===== config.mk =====
export PLATFORM = sky130hd
export DESIGN_NAME = space_token_classifier
export DESIGN_NICKNAME = d
export VERILOG_FILES = /design/src/rtl/core/stc_pkg.sv /design/src/rtl/core/stc_token_state.sv /design/src/rtl/core/stc_out_stage.sv /design/src/rtl/core/space_token_classifier.sv
export SDC_FILE = /design/constraint.sdc
export NUM_CORES = 1
export LEC_CHECK = 0
export BUFFER_PORTS_ARGS = -buffer_cell sky130_fd_sc_hd__buf_2
export CORE_AREA = 2 2 82 84
export CTS_BUF_LIST = sky130_fd_sc_hd__clkbuf_2 sky130_fd_sc_hd__clkbuf_4 sky130_fd_sc_hd__clkbuf_8
export DETAILED_ROUTE_END_ITERATION = 10
export DIE_AREA = 0 0 84 86
export PLACE_DENSITY = 0.68
export SETUP_SLACK_MARGIN = 0.1
export SLEW_MARGIN = 10
export SYNTH_ARGS = -nofsm -noshare
export SYNTH_HDL_FRONTEND = slang
export SYNTH_SLANG_ARGS = --single-unit

===== constraint.sdc =====
create_clock -name i_clk -period 2.8 [get_ports i_clk]
set_input_delay 0.56 -clock i_clk [delete_from_list [all_inputs] [get_ports i_clk]]
set_output_delay 0.56 -clock i_clk [all_outputs]
set_load 0.02 [all_outputs]

===== src/rtl/core/stc_pkg.sv =====
// Package for the space token classifier.
// Holds the word tables, token class codes and the shared token struct.
// No dependencies.
package stc_pkg;

    localparam int NRes = 4;
    localparam int NSym = 8;

    localparam logic [7:0] SPACE_CODE = 8'd32;
    localparam logic [7:0] DIGIT_LO   = 8'd48;
    localparam logic [7:0] DIGIT_HI   = 8'd57;

    localparam logic [2:0] CLS_RESERVED = 3'd0;
    localparam logic [2:0] CLS_SYMBOL   = 3'd1;
    localparam logic [2:0] CLS_NUMBER   = 3'd2;
    localparam logic [2:0] CLS_NOT_ID   = 3'd3;
    localparam logic [2:0] CLS_IDENT    = 3'd4;

    localparam logic KIND_CHAR = 1'b0;
    localparam logic KIND_EOS  = 1'b1;

    // Reserved words, first character in the low byte: cout<<, for, int, while
    localparam logic [63:0] RES_STR [NRes] = '{
        64'h0000_3C3C_7475_6F63,
        64'h0000_0000_0072_6F66,
        64'h0000_0000_0074_6E69,
        64'h0000_0065_6C69_6877
    };
    localparam logic [2:0] RES_LEN [NRes] = '{3'd6, 3'd3, 3'd3, 3'd5};

    // Special symbols: = * - ; ( ) <= +
    localparam logic [15:0] SYM_STR [NSym] = '{
        16'h003D, 16'h002A, 16'h002D, 16'h003B,
        16'h0028, 16'h0029, 16'h3D3C, 16'h002B
    };
    localparam logic [1:0] SYM_LEN [NSym] = '{
        2'd1, 2'd1, 2'd1, 2'd1, 2'd1, 2'd1, 2'd2, 2'd1
    };

    // Finished token handed from the token tracker to the output stage
    typedef struct packed {
        logic [2:0] token_class;
        logic [7:0] token_length;
    } t_token;

endpackage


===== src/rtl/core/stc_token_state.sv =====
// Running token tracker: length counter, prefix match flags and digit flags.
// Classifies the pending token combinationally. Depends on stc_pkg.
module stc_token_state #(
    parameter int MAX_LEN = 255
) (
    input  logic            i_clk,
    input  logic            i_rst_n,
    input  logic            i_step,
    input  logic            i_kind,
    input  logic [7:0]      i_char,
    output stc_pkg::t_token o_token
);

    localparam int CntW = $clog2(MAX_LEN + 1);
    localparam int LW   = (CntW > 8) ? CntW : 8;

    logic [CntW-1:0]          r_count, n_count;
    logic [stc_pkg::NRes-1:0] r_res, n_res;
    logic [stc_pkg::NSym-1:0] r_sym, n_sym;
    logic                     r_all_dig, n_all_dig;
    logic                     r_first_dig, n_first_dig;

    logic [LW-1:0]            w_cnt;
    logic [2:0]               w_pos;
    logic                     w_dig;
    logic                     w_is_res;
    logic                     w_is_sym;

    assign w_cnt = LW'(r_count);
    assign w_pos = r_count[2:0];
    assign w_dig = (i_char >= stc_pkg::DIGIT_LO) && (i_char <= stc_pkg::DIGIT_HI);

    always_comb begin
        w_is_res = 1'b0;
        w_is_sym = 1'b0;
        for (int i = 0; i < stc_pkg::NRes; i++) begin
            if (r_res[i] && (w_cnt == LW'(stc_pkg::RES_LEN[i]))) begin
                w_is_res = 1'b1;
            end
        end
        for (int i = 0; i < stc_pkg::NSym; i++) begin
            if (r_sym[i] && (w_cnt == LW'(stc_pkg::SYM_LEN[i]))) begin
                w_is_sym = 1'b1;
            end
        end
    end

    always_comb begin
        priority if (w_is_res) begin
            o_token.token_class = stc_pkg::CLS_RESERVED;
        end else if (w_is_sym) begin
            o_token.token_class = stc_pkg::CLS_SYMBOL;
        end else if ((w_cnt != '0) && r_first_dig) begin
            o_token.token_class = r_all_dig ? stc_pkg::CLS_NUMBER : stc_pkg::CLS_NOT_ID;
        end else begin
            o_token.token_class = stc_pkg::CLS_IDENT;
        end
        o_token.token_length = (w_cnt > LW'(255)) ? 8'hFF : w_cnt[7:0];
    end

    always_comb begin
        n_count     = r_count;
        n_res       = r_res;
        n_sym       = r_sym;
        n_all_dig   = r_all_dig;
        n_first_dig = r_first_dig;
        if (i_step) begin
            if ((i_kind == stc_pkg::KIND_EOS) || (i_char == stc_pkg::SPACE_CODE)) begin
                n_count     = '0;
                n_res       = '1;
                n_sym       = '1;
                n_all_dig   = 1'b1;
                n_first_dig = 1'b0;
            end else begin
                for (int i = 0; i < stc_pkg::NRes; i++) begin
                    if (!((w_cnt < LW'(stc_pkg::RES_LEN[i])) &&
                          (stc_pkg::RES_STR[i][8*w_pos +: 8] == i_char))) begin
                        n_res[i] = 1'b0;
                    end
                end
                for (int i = 0; i < stc_pkg::NSym; i++) begin
                    if (!((w_cnt < LW'(stc_pkg::SYM_LEN[i])) &&
                          (stc_pkg::SYM_STR[i][8*w_pos[0] +: 8] == i_char))) begin
                        n_sym[i] = 1'b0;
                    end
                end
                if (r_count == '0) begin
                    n_first_dig = w_dig;
                end
                if (!w_dig) begin
                    n_all_dig = 1'b0;
                end
                if (r_count < CntW'(MAX_LEN)) begin
                    n_count = r_count + CntW'(1);
                end
            end
        end
    end

    always_ff @(posedge i_clk) begin
        if (!i_rst_n) begin
            r_count     <= '0;
            r_res       <= '1;
            r_sym       <= '1;
            r_all_dig   <= 1'b1;
            r_first_dig <= 1'b0;
        end else begin
            r_count     <= n_count;
            r_res       <= n_res;
            r_sym       <= n_sym;
            r_all_dig   <= n_all_dig;
            r_first_dig <= n_first_dig;
        end
    end

endmodule


===== src/rtl/core/stc_out_stage.sv =====
// Result register for finished tokens with valid/ready handshake.
// Depends on stc_pkg.
module stc_out_stage (
    input  logic            i_clk,
    input  logic            i_rst_n,
    input  logic            i_load,
    input  stc_pkg::t_token i_token,
    input  logic            i_ready,
    output logic            o_free,
    output logic            o_valid,
    output stc_pkg::t_token o_token
);

    logic            r_valid, n_valid;
    stc_pkg::t_token r_token;

    assign o_free  = !r_valid || i_ready;
    assign o_valid = r_valid;
    assign o_token = r_token;

    always_comb begin
        n_valid = r_valid;
        if (i_load) begin
            n_valid = 1'b1;
        end else if (i_ready) begin
            n_valid = 1'b0;
        end
    end

    always_ff @(posedge i_clk) begin
        if (!i_rst_n) begin
            r_valid <= 1'b0;
        end else begin
            r_valid <= n_valid;
        end
    end

    always_ff @(posedge i_clk) begin
        if (i_load) begin
            r_token <= i_token;
        end
    end

endmodule


===== src/rtl/core/space_token_classifier.sv =====
// Top level of the space token classifier.
// Depends on stc_pkg, stc_token_state and stc_out_stage.
//
// Usage:
//   Input stream: one transfer per character. s_axis_tuser is the kind
//   (0 character, 1 end of statement), s_axis_tdata the character byte.
//   A space ends the pending token and produces one output transfer;
//   other characters and end of statement produce none. End of statement
//   drops the pending token.
//   Output stream: m_axis_tdata carries the token class (bits 2:0: 0 reserved,
//   1 special symbol, 2 number, 3 not identifier, 4 identifier) and the
//   token length (bits 10:3, saturating at MAX_LEN and 255).
//   Path: an accepted space passes from the input register into the result
//   register, which drives m_axis. Throughput: one character per cycle
//   while no space waits on a full result register, set by the input
//   register feeding the match flags and the result register in a single pass.
//   Reset: synchronous, active low; clears the pending token and both
//   valid flags.
//   Stall: while m_axis_tready is low a result holds; the input register
//   keeps taking characters that produce no result, and a space waits there
//   until the result register frees.
module space_token_classifier #(
    parameter int MAX_LEN = 255
) (
    input  logic        i_clk,
    input  logic        i_rst_n,
    input  logic        s_axis_tvalid,
    output logic        s_axis_tready,
    input  logic [7:0]  s_axis_tdata,   // [7:0] char_code
    input  logic        s_axis_tuser,   // [0] kind
    output logic        m_axis_tvalid,
    input  logic        m_axis_tready,
    output logic [15:0] m_axis_tdata    // [2:0] token_class, [10:3] token_length, zero pad
);

    logic            r_in_valid;
    logic            r_in_kind;
    logic [7:0]      r_in_char;

    logic            w_emit;
    logic            w_step;
    logic            w_out_free;
    stc_pkg::t_token w_token;
    stc_pkg::t_token w_out_token;

    assign w_emit        = (r_in_kind == stc_pkg::KIND_CHAR) &&
                           (r_in_char == stc_pkg::SPACE_CODE);
    assign w_step        = r_in_valid && (!w_emit || w_out_free);
    assign s_axis_tready = !r_in_valid || w_step;

    always_ff @(posedge i_clk) begin
        if (!i_rst_n) begin
            r_in_valid <= 1'b0;
        end else if (s_axis_tready) begin
            r_in_valid <= s_axis_tvalid;
        end
    end

    always_ff @(posedge i_clk) begin
        if (s_axis_tvalid && s_axis_tready) begin
            r_in_kind <= s_axis_tuser;
            r_in_char <= s_axis_tdata;
        end
    end

    stc_token_state #(
        .MAX_LEN (MAX_LEN)
    ) u_state (
        .i_clk   (i_clk),
        .i_rst_n (i_rst_n),
        .i_step  (w_step),
        .i_kind  (r_in_kind),
        .i_char  (r_in_char),
        .o_token (w_token)
    );

    stc_out_stage u_out (
        .i_clk   (i_clk),
        .i_rst_n (i_rst_n),
        .i_load  (w_step && w_emit),
        .i_token (w_token),
        .i_ready (m_axis_tready),
        .o_free  (w_out_free),
        .o_valid (m_axis_tvalid),
        .o_token (w_out_token)
    );

    assign m_axis_tdata = {5'd0, w_out_token.token_length, w_out_token.token_class};

endmodule


* Yosys cells after proc, flatten, opt, wreduce, memory -nomap -nowiden
Index checks and enable logic that the tools add are counted.
** Word-level totals
- Bits in registers :: 44
- Bits of input ports :: 13
- Word-level logic and storage cells :: 174
** Operators by class
- $add $sub $neg :: 1
- $lt $le $gt $ge :: 9
- Equal/unequal tests :: 31
- Shift operators :: 12
- Multiplexer cells :: 37
- Bitwise operators :: 2
- Reduce and logical (&&, ||, !) cells :: 59
** Operators by type and width (count)
- indexed part select 64 x 7 -> 8 bit (first input constant) :: 4
- indexed part select 16 x 5 -> 8 bit (first input constant) :: 8
- equality test 8 bit :: 12
- 2-to-1 mux 1 bit :: 32
- logical AND 1 bit :: 30
- AND reduction 2 bit :: 15
- 2-to-1 mux 8 bit :: 3
- != test 2 x 1 -> 1 bit (second input constant) :: 12
- equality test 8 x 2 -> 1 bit (second input constant) :: 2
- equality test 8 x 3 -> 1 bit (second input constant) :: 2
- less-than comparator 8 x 2 -> 1 bit (second input constant) :: 2
- less-than comparator 8 x 3 -> 1 bit (second input constant) :: 2
- adder 8 x 1 -> 8 bit (second input constant) :: 1
- equality test 8 x 1 -> 1 bit (second input constant) :: 1
- equality test 8 x 6 -> 1 bit (second input constant) :: 1
- greater-or-equal comparator 8 x 6 -> 1 bit (second input constant) :: 1
- > comparator 8 bit (second input constant) :: 1
- <= comparator 8 x 6 -> 1 bit (second input constant) :: 1
- logical NOT 8 bit :: 1
- less-than comparator 8 x 1 -> 1 bit (second input constant) :: 1
- less-than comparator 8 bit (second input constant) :: 1
- nonzero test 8 bit :: 1
- nonzero test 2 bit :: 3
- logical OR 1 bit :: 4
- 7 further kinds :: 10

* Depth between registers and ports, before layout
Gate-level depths: netlist of run 1.
- Depth in word-level cells :: 11
- Gate-level depth with buffers :: 8
- Mapped depth without buffers :: 8

* Cells and area by module
A second synthesis of run 1 with hierarchy kept.
** Unflattened totals
- Cells, all modules :: 267
- Area total of the unflattened synthesis :: 2592.5 um^2
** Modules (own cells, without submodules)
- stc_token_state :: times used 1, cells each 224, area each 1786.7 um^2, seq. area each 440.4 um^2
- space_token_classifier :: times used 1, cells each 28, area each 426.7 um^2, seq. area each 290.3 um^2
- stc_out_stage :: times used 1, cells each 15, area each 379.1 um^2, seq. area each 350.3 um^2

* Worst setup path before layout of run 1
No wires, ideal clock.
- Kind :: register -> output
- From :: register r_in_char[4]
- To :: output s_axis_tready
- Arrival :: 1960 ps
- Path slack :: 280 ps
- Stages on the path, launching flop included :: 6
- Cell sequence :: edfxtp_1 -> buf_6 -> or4b_4 -> or2_4 -> or3b_4 -> or2_4
** Between the ends
- Longest elaborated chain between the ends :: 6
** Ends and longest elaborated chain
- from (decl) :: line space_token_classifier.sv:38 : logic [7:0] r_in_char;
- from (signal assigned) :: line space_token_classifier.sv:62 : r_in_char <= s_axis_tdata;
- equality test 8 x 6 -> 1 bit :: line space_token_classifier.sv:47 : (r_in_char == stc_pkg::SPACE_CODE);
- logical AND 1 bit :: line space_token_classifier.sv:46 : assign w_emit = (r_in_kind == stc_pkg::KIND_CHAR) &&
- logical NOT 1 bit :: line space_token_classifier.sv:48 : assign w_step = r_in_valid && (!w_emit || w_out_free);
- logical OR 1 bit :: line space_token_classifier.sv:48
- logical AND 1 bit :: line space_token_classifier.sv:48
- logical OR 1 bit :: line space_token_classifier.sv:49 : assign s_axis_tready = !r_in_valid || w_step;
- to (decl) :: line space_token_classifier.sv:28 : output logic s_axis_tready,
Every way passes these cells.

* Worst setup path in the final report of run 1
- From :: register r_in_char[6]
- To :: output s_axis_tready
The elaborated chain is that of the path after synthesis.

==> results of run 1 <==
-- metal layers --
layer,vias to the layer above,share of wire (%)
met5,-,0
met4,0,2.4
met3,15,6.0
met2,58,47
met1,944,45
li1,999,-
-- layout by cell type, fill, tap and decap left out, types with 2 or more instances in the layout --
| cell type | Yosys | layout |
|---|---|---|
| a21o_1 | 6 | 6 |
| a21oi_1 | 8 | 8 |
| a221oi_1 | 2 | 2 |
| a31oi_1 | 4 | 4 |
| and2b_1 | 2 | 2 |
| and3_1 | 5 | 5 |
| buf_2 | 2 | 24 |
| buf_4 | 6 | 21 |
| clkbuf_8 | 0 | 5 |
| clkinv_4 | 0 | 2 |
| conb_1 | 1 | 5 |
| dfxtp_1 | 24 | 24 |
| edfxtp_1 | 20 | 20 |
| ha_1 | 9 | 9 |
| inv_1 | 9 | 9 |
| nand2_1 | 23 | 23 |
| nand2b_1 | 2 | 2 |
| nand3_1 | 9 | 9 |
| nand4_1 | 6 | 6 |
| nor2_1 | 14 | 14 |
| nor2b_1 | 2 | 2 |
| nor3_1 | 3 | 3 |
| nor4_1 | 5 | 5 |
| nor4bb_1 | 2 | 2 |
| o211ai_1 | 5 | 5 |
| o21ai_0 | 14 | 14 |
| o21ai_1 | 6 | 6 |
| o311ai_0 | 2 | 2 |
| o31ai_1 | 2 | 2 |
| or2_4 | 2 | 2 |
| or3_1 | 4 | 4 |
| or3b_2 | 2 | 2 |
| or4_1 | 3 | 2 |
| xnor2_1 | 9 | 9 |
| xor2_1 | 5 | 5 |
-- area by class of cell --
class,instances,area (µm²)
Timing Repair Buffer,46,289
Clock buffer,5,68.8
Clock inverter,3,47.5
Sequential cell,44,1080
Tap cell,77,96.3
Inverter,9,33.8
Multi-Input combinational cell,184,1240
Fill cell,617,3420
-- power breakdown --
part	switching (W)	internal, W
clock network	0.000228	0.000269
logic	0.000109	0.0000839
registers	0.0000184	0.000695
-- worst min path at each step --
stage / start / to / cells after the start
2_1_floorplan: u_state.r_sym[6]$_SDFFE_PN1P_ / u_state.r_sym[6]$_SDFFE_PN1P_ / 2
3_3_place_gp: u_state.r_sym[6]$_SDFFE_PN1P_ / u_state.r_sym[6]$_SDFFE_PN1P_ / 2
3_5_place_dp: u_state.r_sym[6]$_SDFFE_PN1P_ / u_state.r_sym[6]$_SDFFE_PN1P_ / 2
4_1_cts: s_axis_tdata[1] / r_in_char[1]$_DFFE_PP_ / 1
5_1_grt: s_axis_tuser / r_in_kind$_DFFE_PP_ / 1
6_report: s_axis_tdata[2] / r_in_char[2]$_DFFE_PP_ / 1
-- flip-flops by register name, summed over array words and instances, names as in the netlist --
name                 flops
u_state.r_all_dig        1
u_out.o_valid            1
u_state.r_count          8
r_in_kind                1
u_state.r_res            4
r_in_char                8
u_state.r_first_dig      1
u_state.r_sym            8
u_out.o_token           11
r_in_valid               1
-- through the flow --
stage          total power (W)  instance area (µm²)  hold WS [ns]  std cells
2_1_floorplan         0.000862                 2450         0.415        254
3_3_place_gp          0.000906                 2670         0.427        352
3_5_place_dp          0.000909                 2670         0.436        352
4_1_cts                0.00141                 2850         0.429        367
5_1_grt                0.00147                 2850         0.420        368
6_report               0.00140                 2850         0.433        368
-- cell families after synthesis --
group | share of synthesized area (%)
DFF | 44.4
adders and majority gates | 4.62
xor gates and xnor gates | 5.03
and+or+nand+nor | 20.4
other | 0.154
buffers and inverters | 5.65
AOI/OAI and AO/OA | 19.7
-- timing repair --
action | 4_1_cts | 5_1_grt
pin swaps | 3 | 1
gates resized for setup | 3 | 0
hold endpoints to repair | 0 | 0
setup buffers | 7 | 1
cloned | 0 | 0
setup endpoints to repair | 1 | 1
==> out/results.tsv, run 1 <==
metric	value	unit
status	finished, violations left	
failing checks	setup timing	
vias per cell	5.48	
CTS Buf Count	5	
R2R Path Start	r_in_char[6]$_DFFE_PP_	
Die Wd	84	µm
worst endpoint data arrival time	2.26	ns
Max Fanout on Critical Path	3	
WL final	5320	µm
Yosys top cell by area	edfxtp_1	
Clock Latency Late Sink	0.31	ns
Setup WS pre-CTS	0.189	ns
Clock Sinks	44	
via count	2016	
post-synth cell types	59	
Post-synth EDFFs	20	
residual DRC count	0	
power per standard cell area	492	nW/µm²
WL per Instance	14.4	µm
Final Core Density	45.4	%
Seq/Total Area, Yosys	44.4	%
fmax	354	MHz
global-route wire length before repair	9030	µm
Data required, critical path	2.24	ns
area share of the largest cell type after synthesis	24.7	%
Synth Warn #	0	
clk buf depth	2	
port bufs	25	
hold_buf cts	0	
Async SR Flop Fraction	0	%
most common cell in the synthesized netlist	dfxtp_1	
critical path class	reg -> out	
worst rel slew slack	62.4	%
I/O pins	31	
nets@finish	312	
Worst Setup Start Kind	flip-flop	
Setup crit end	s_axis_tready	
Crit-path slowest cell	or4_4	
Final setup viols	1	
Fin. Hold Viols	0	
most common cell type on the critical path	or2_4	
Max Slew Vio Count	0	
gpl congestion	0.905	
measured slew at the worst slew-check pin	0.563	ns
layout cell share with drive strength beyond 1	22.7	%
CP top delay family	simple AND/OR/NAND/NOR gates	
GR peak layer	met2	
cells after synthesis	250	
number of DRC markers in iteration 0	127	
terminus of the critical flop-to-flop path	u_out.o_token[1]$_DFFE_PP_	
cell count along the critical path	5	
VDD IR max	0.000344	V
Final WS setup	-0.0233	ns
RSZ-0062 raised after global routing	yes	
total track usage	15.7	%
setup TNS	-0.0233	ns
CTS H-tree lvls	2	
hpwl dp	3910	µm
Worst Hold Class	in -> reg	
effective utilization at floorplan	38.8	%
Area Growth Syn to Fin	17.1	%
Max Cap Viol	0	
Worst Setup SP	r_in_char[6]$_DFFE_PP_	
vias in the first global route	1894	
largest net degree at the start of global routing	17	
clock-pin slew on the worst setup and hold paths	0.07	ns
Rows	29	
Antenna Cells	0	
Synth Flop Type	dfxtp_1	
synthesized area per cell	9.74	µm²
GR Util met1	20.5	%
root buffer cell	clkbuf_8	
Clock Skew	0.0119	ns
R2R setup slack	0.37	ns
Synth Register Bits	44	
ratio of final minimum period to clock period	101	%
leakage power	1.15	nW
min Tclk post-route	2.82	ns
FF-to-FF path depth	4	
Antenna Nets Post-Route	0	
core area	6280	µm²
synth top area cells	edfxtp_1 25%, dfxtp_1 20%, ha_1 4.6%, nand2_1 3.5%, xnor2_1 3.2%	
number of iterations in the first detailed-routing pass	4	
initial antenna violation count	0	
Die H	86	µm
met2 usage	24.0	%
worst stage delay on the critical path	0.55	ns
critical-path cell list	or4_4 > or2_4 > or3b_4 > or2_4 > buf_6	
CP bufs+invs	1	
M3 GR Usage	4.33	%
Die Area	7220	µm²
grt total ovfl	0	
Crit. End Element	output pin	
Synth top cells by count	24 x dfxtp_1, 23 x nand2_1, 20 x edfxtp_1, 14 x nor2_1, 14 x o21ai_0	
Mapped Area	2440	µm²
TritonCTS clock tree	done	
Power figures use the tool's default switching activity.
==> inputs of run 2 (changes only) <==
Settings changed: CORE_AREA 2 2 82 84 to 2 2 67 69, DIE_AREA 0 0 84 86 to 0 0 69 71, PLACE_DENSITY 0.68 to 0.92.
==> run 2 against run 1 <==
Against the previous run: the run still ends with setup timing left; via count rose by 5.2%; die area fell by 32%; worst hold slack got worse by 0.0091 ns; final cell count fell by 7.3%; non-clock buffer count fell by 2; critical path type unchanged; fmax fell by 1.3%; worst setup slack got worse by 0.037 ns.
==> out/results.tsv, run 2 (synthesized netlist as in run 1, its figures left out) <==
metric	value	unit	change
status	finished, violations left		
failing checks	setup timing		
Largest register FFs	11		unchanged
Worst Setup Start Kind	flip-flop		
I/O pins	31		unchanged
total power	0.00131	W	-6.6%
residual DRC count	0		unchanged
Final setup viols	1		unchanged
worst rel slew slack	64.2	%	+1.9 points
hold_buf cts	0		unchanged
leakage power	1.13	nW	-2.1%
core area	4200	µm²	-33%
Data required, critical path	2.24	ns	about the same
CTS H-tree lvls	2		unchanged
Worst Hold Class	in -> reg		
clock-pin slew on the worst setup and hold paths	0.09	ns	+0.02 ns
fmax	350	MHz	-1.3%
measured slew at the worst slew-check pin	0.530	ns	-0.0330 ns
most common cell type on the critical path	or2_4		
worst endpoint data arrival time	2.30	ns	+0.04 ns
vias per cell	6.22		+14%
CP bufs+invs	1		unchanged
Clock Sinks	44		unchanged
root buffer cell	clkbuf_8		
Crit. End Element	output pin		
Final WS setup	-0.0602	ns	-0.0369 ns
ratio of final minimum period to clock period	102	%	+1.3 points
Filler cells	336		-46%
WL final	5510	µm	+3.5%
via count	2121		+5.2%
worst stage delay on the critical path	0.56	ns	about the same
critical-path cell list	or4_4 > or2_4 > or3b_4 > or2_4 > buf_6		
nets@finish	310		-0.64%
grt total ovfl	0		unchanged
critical path class	reg -> out		
CTS Buf Count	5		unchanged
effective utilization at floorplan	57.9	%	+19 points
GR Util met1	28.2	%	+7.6 points
Max Cap Viol	0		unchanged
Clock Latency Late Sink	0.31	ns	about the same
number of iterations in the first detailed-routing pass	4		unchanged
layout cell share with drive strength beyond 1	22.1	%	-0.54 points
power per standard cell area	471	nW/µm²	-4.1%
initial antenna violation count	0		unchanged
VDD IR max	0.000277	V	-19%
Area Growth Syn to Fin	14.1	%	
Clock Skew	0.0127	ns	+0.000790 ns
global-route wire length before repair	9110	µm	+0.92%
Die Wd	69	µm	-18%
clk buf depth	2		unchanged
Antenna Nets Post-Route	0		unchanged
port bufs	25		unchanged
met2 usage	41.3	%	+17 points
CP top delay family	simple AND/OR/NAND/NOR gates		
commonest cells after routing, fill and taps aside	24 x buf_2, 24 x dfxtp_1, 23 x nand2_1, 20 x edfxtp_1, 19 x buf_4		
GR peak layer	met2		
vias in the first global route	1979		+4.5%
Max Fanout on Critical Path	3		unchanged
Fin. Hold Viols	0		unchanged
Die Area	4900	µm²	-32%
TritonCTS clock tree	done		
total track usage	23.3	%	+7.6 points
Setup WS pre-CTS	0.192	ns	+0.00298 ns
WL per Instance	16.1	µm	+12%
number of DRC markers in iteration 0	157		+24%
largest net degree at the start of global routing	17		unchanged
gpl congestion	0.940		+3.9%
Inst Count DP	326		-7.4%
Die H	71	µm	-17%
Antenna Cells	0		unchanged
Rows	24		-17%
hpwl dp	3930	µm	+0.63%
M3 GR Usage	4.70	%	+0.37 points
final non-filler cell total	341		-7.3%
RSZ-0062 raised after global routing	yes		
Max Slew Vio Count	0		unchanged
Crit-path slowest cell	or4_4		
min Tclk post-route	2.86	ns	+0.0369 ns
## run 2: cell types whose count changed in the layout (fill, tap and decap cells not counted)
| cell | change |
|---|---|
| buf_4 | -2 |
| clkinv_4 | -2 |
| bufinv_16 | -1 |
| clkbuf_4 | +1 |
| clkinv_2 | +1 |
| clkinvlp_4 | +1 |
## run 2: area by class of cell
type | count | area, µm² | share of cell area [%]
flip-flops and latches | 44 | 1080 | 38.9
clock buffers | 6 | 76.3 | 2.75
well taps | 52 | 65.1 | 2.34
inverters | 9 | 33.8 | 1.22
multi-input cells | 184 | 1240 | 44.5
repair buffers | 44 | 274 | 9.86
clock inverters | 2 | 12.5 | 0.450
## run 2: timing repair
| item | in CTS | in global routing |
|---|---|---|
| setup buffers | 6 | 1 |
| setup endpoints to repair | 1 | 1 |
| hold endpoints to repair | 0 | 0 |
| pin swaps | 3 | 0 |
| gates resized for setup | 3 | 0 |
## run 2: power by group
group | internal (W) | switching (W)
Combinational | 0.0000815 | 0.000112
Sequential | 0.000695 | 0.0000194
Clock | 0.000184 | 0.000218
Total | 0.000961 | 0.000349
## run 2: worst paths after layout
path	start	end	slack, ns	depth (start not counted)
worst max-delay path	r_in_char[3]$_DFFE_PP_	s_axis_tready	-0.06	5
worst min-delay path	s_axis_tuser	r_in_kind$_DFFE_PP_	0.42	1
worst max register to register	r_in_char[3]$_DFFE_PP_	u_out.o_token[8]$_SDFFCE_PP0P_	0.33	4
worst min register to register	u_state.r_sym[0]$_SDFFE_PN1P_	u_state.r_sym[0]$_SDFFE_PN1P_	0.46	1
## run 2: stage by stage
step                setup TNS (ns)  hold WS, ns  cell area (µm²)  util [%]
floorplan                        0        0.415             2450         -
global placement                 0        0.436             2630      62.5
detailed placement               0        0.445             2630      62.5
CTS                        -0.0269        0.419             2770      65.9
global route                -0.112        0.417             2780      66.1
finish                     -0.0602        0.424             2780      66.1
## run 2: metal layers
| metal | vias to the layer above | routed length [µm] | part of all wire, % |
|---|---|---|---|
| li1 | 998 | - | - |
| met1 | 1020 | 2300 | 42 |
| met2 | 95 | 2780 | 51 |
| met3 | 8 | 334 | 6.1 |
| met4 | 0 | 89 | 1.6 |
| met5 | - | 0 | 0 |
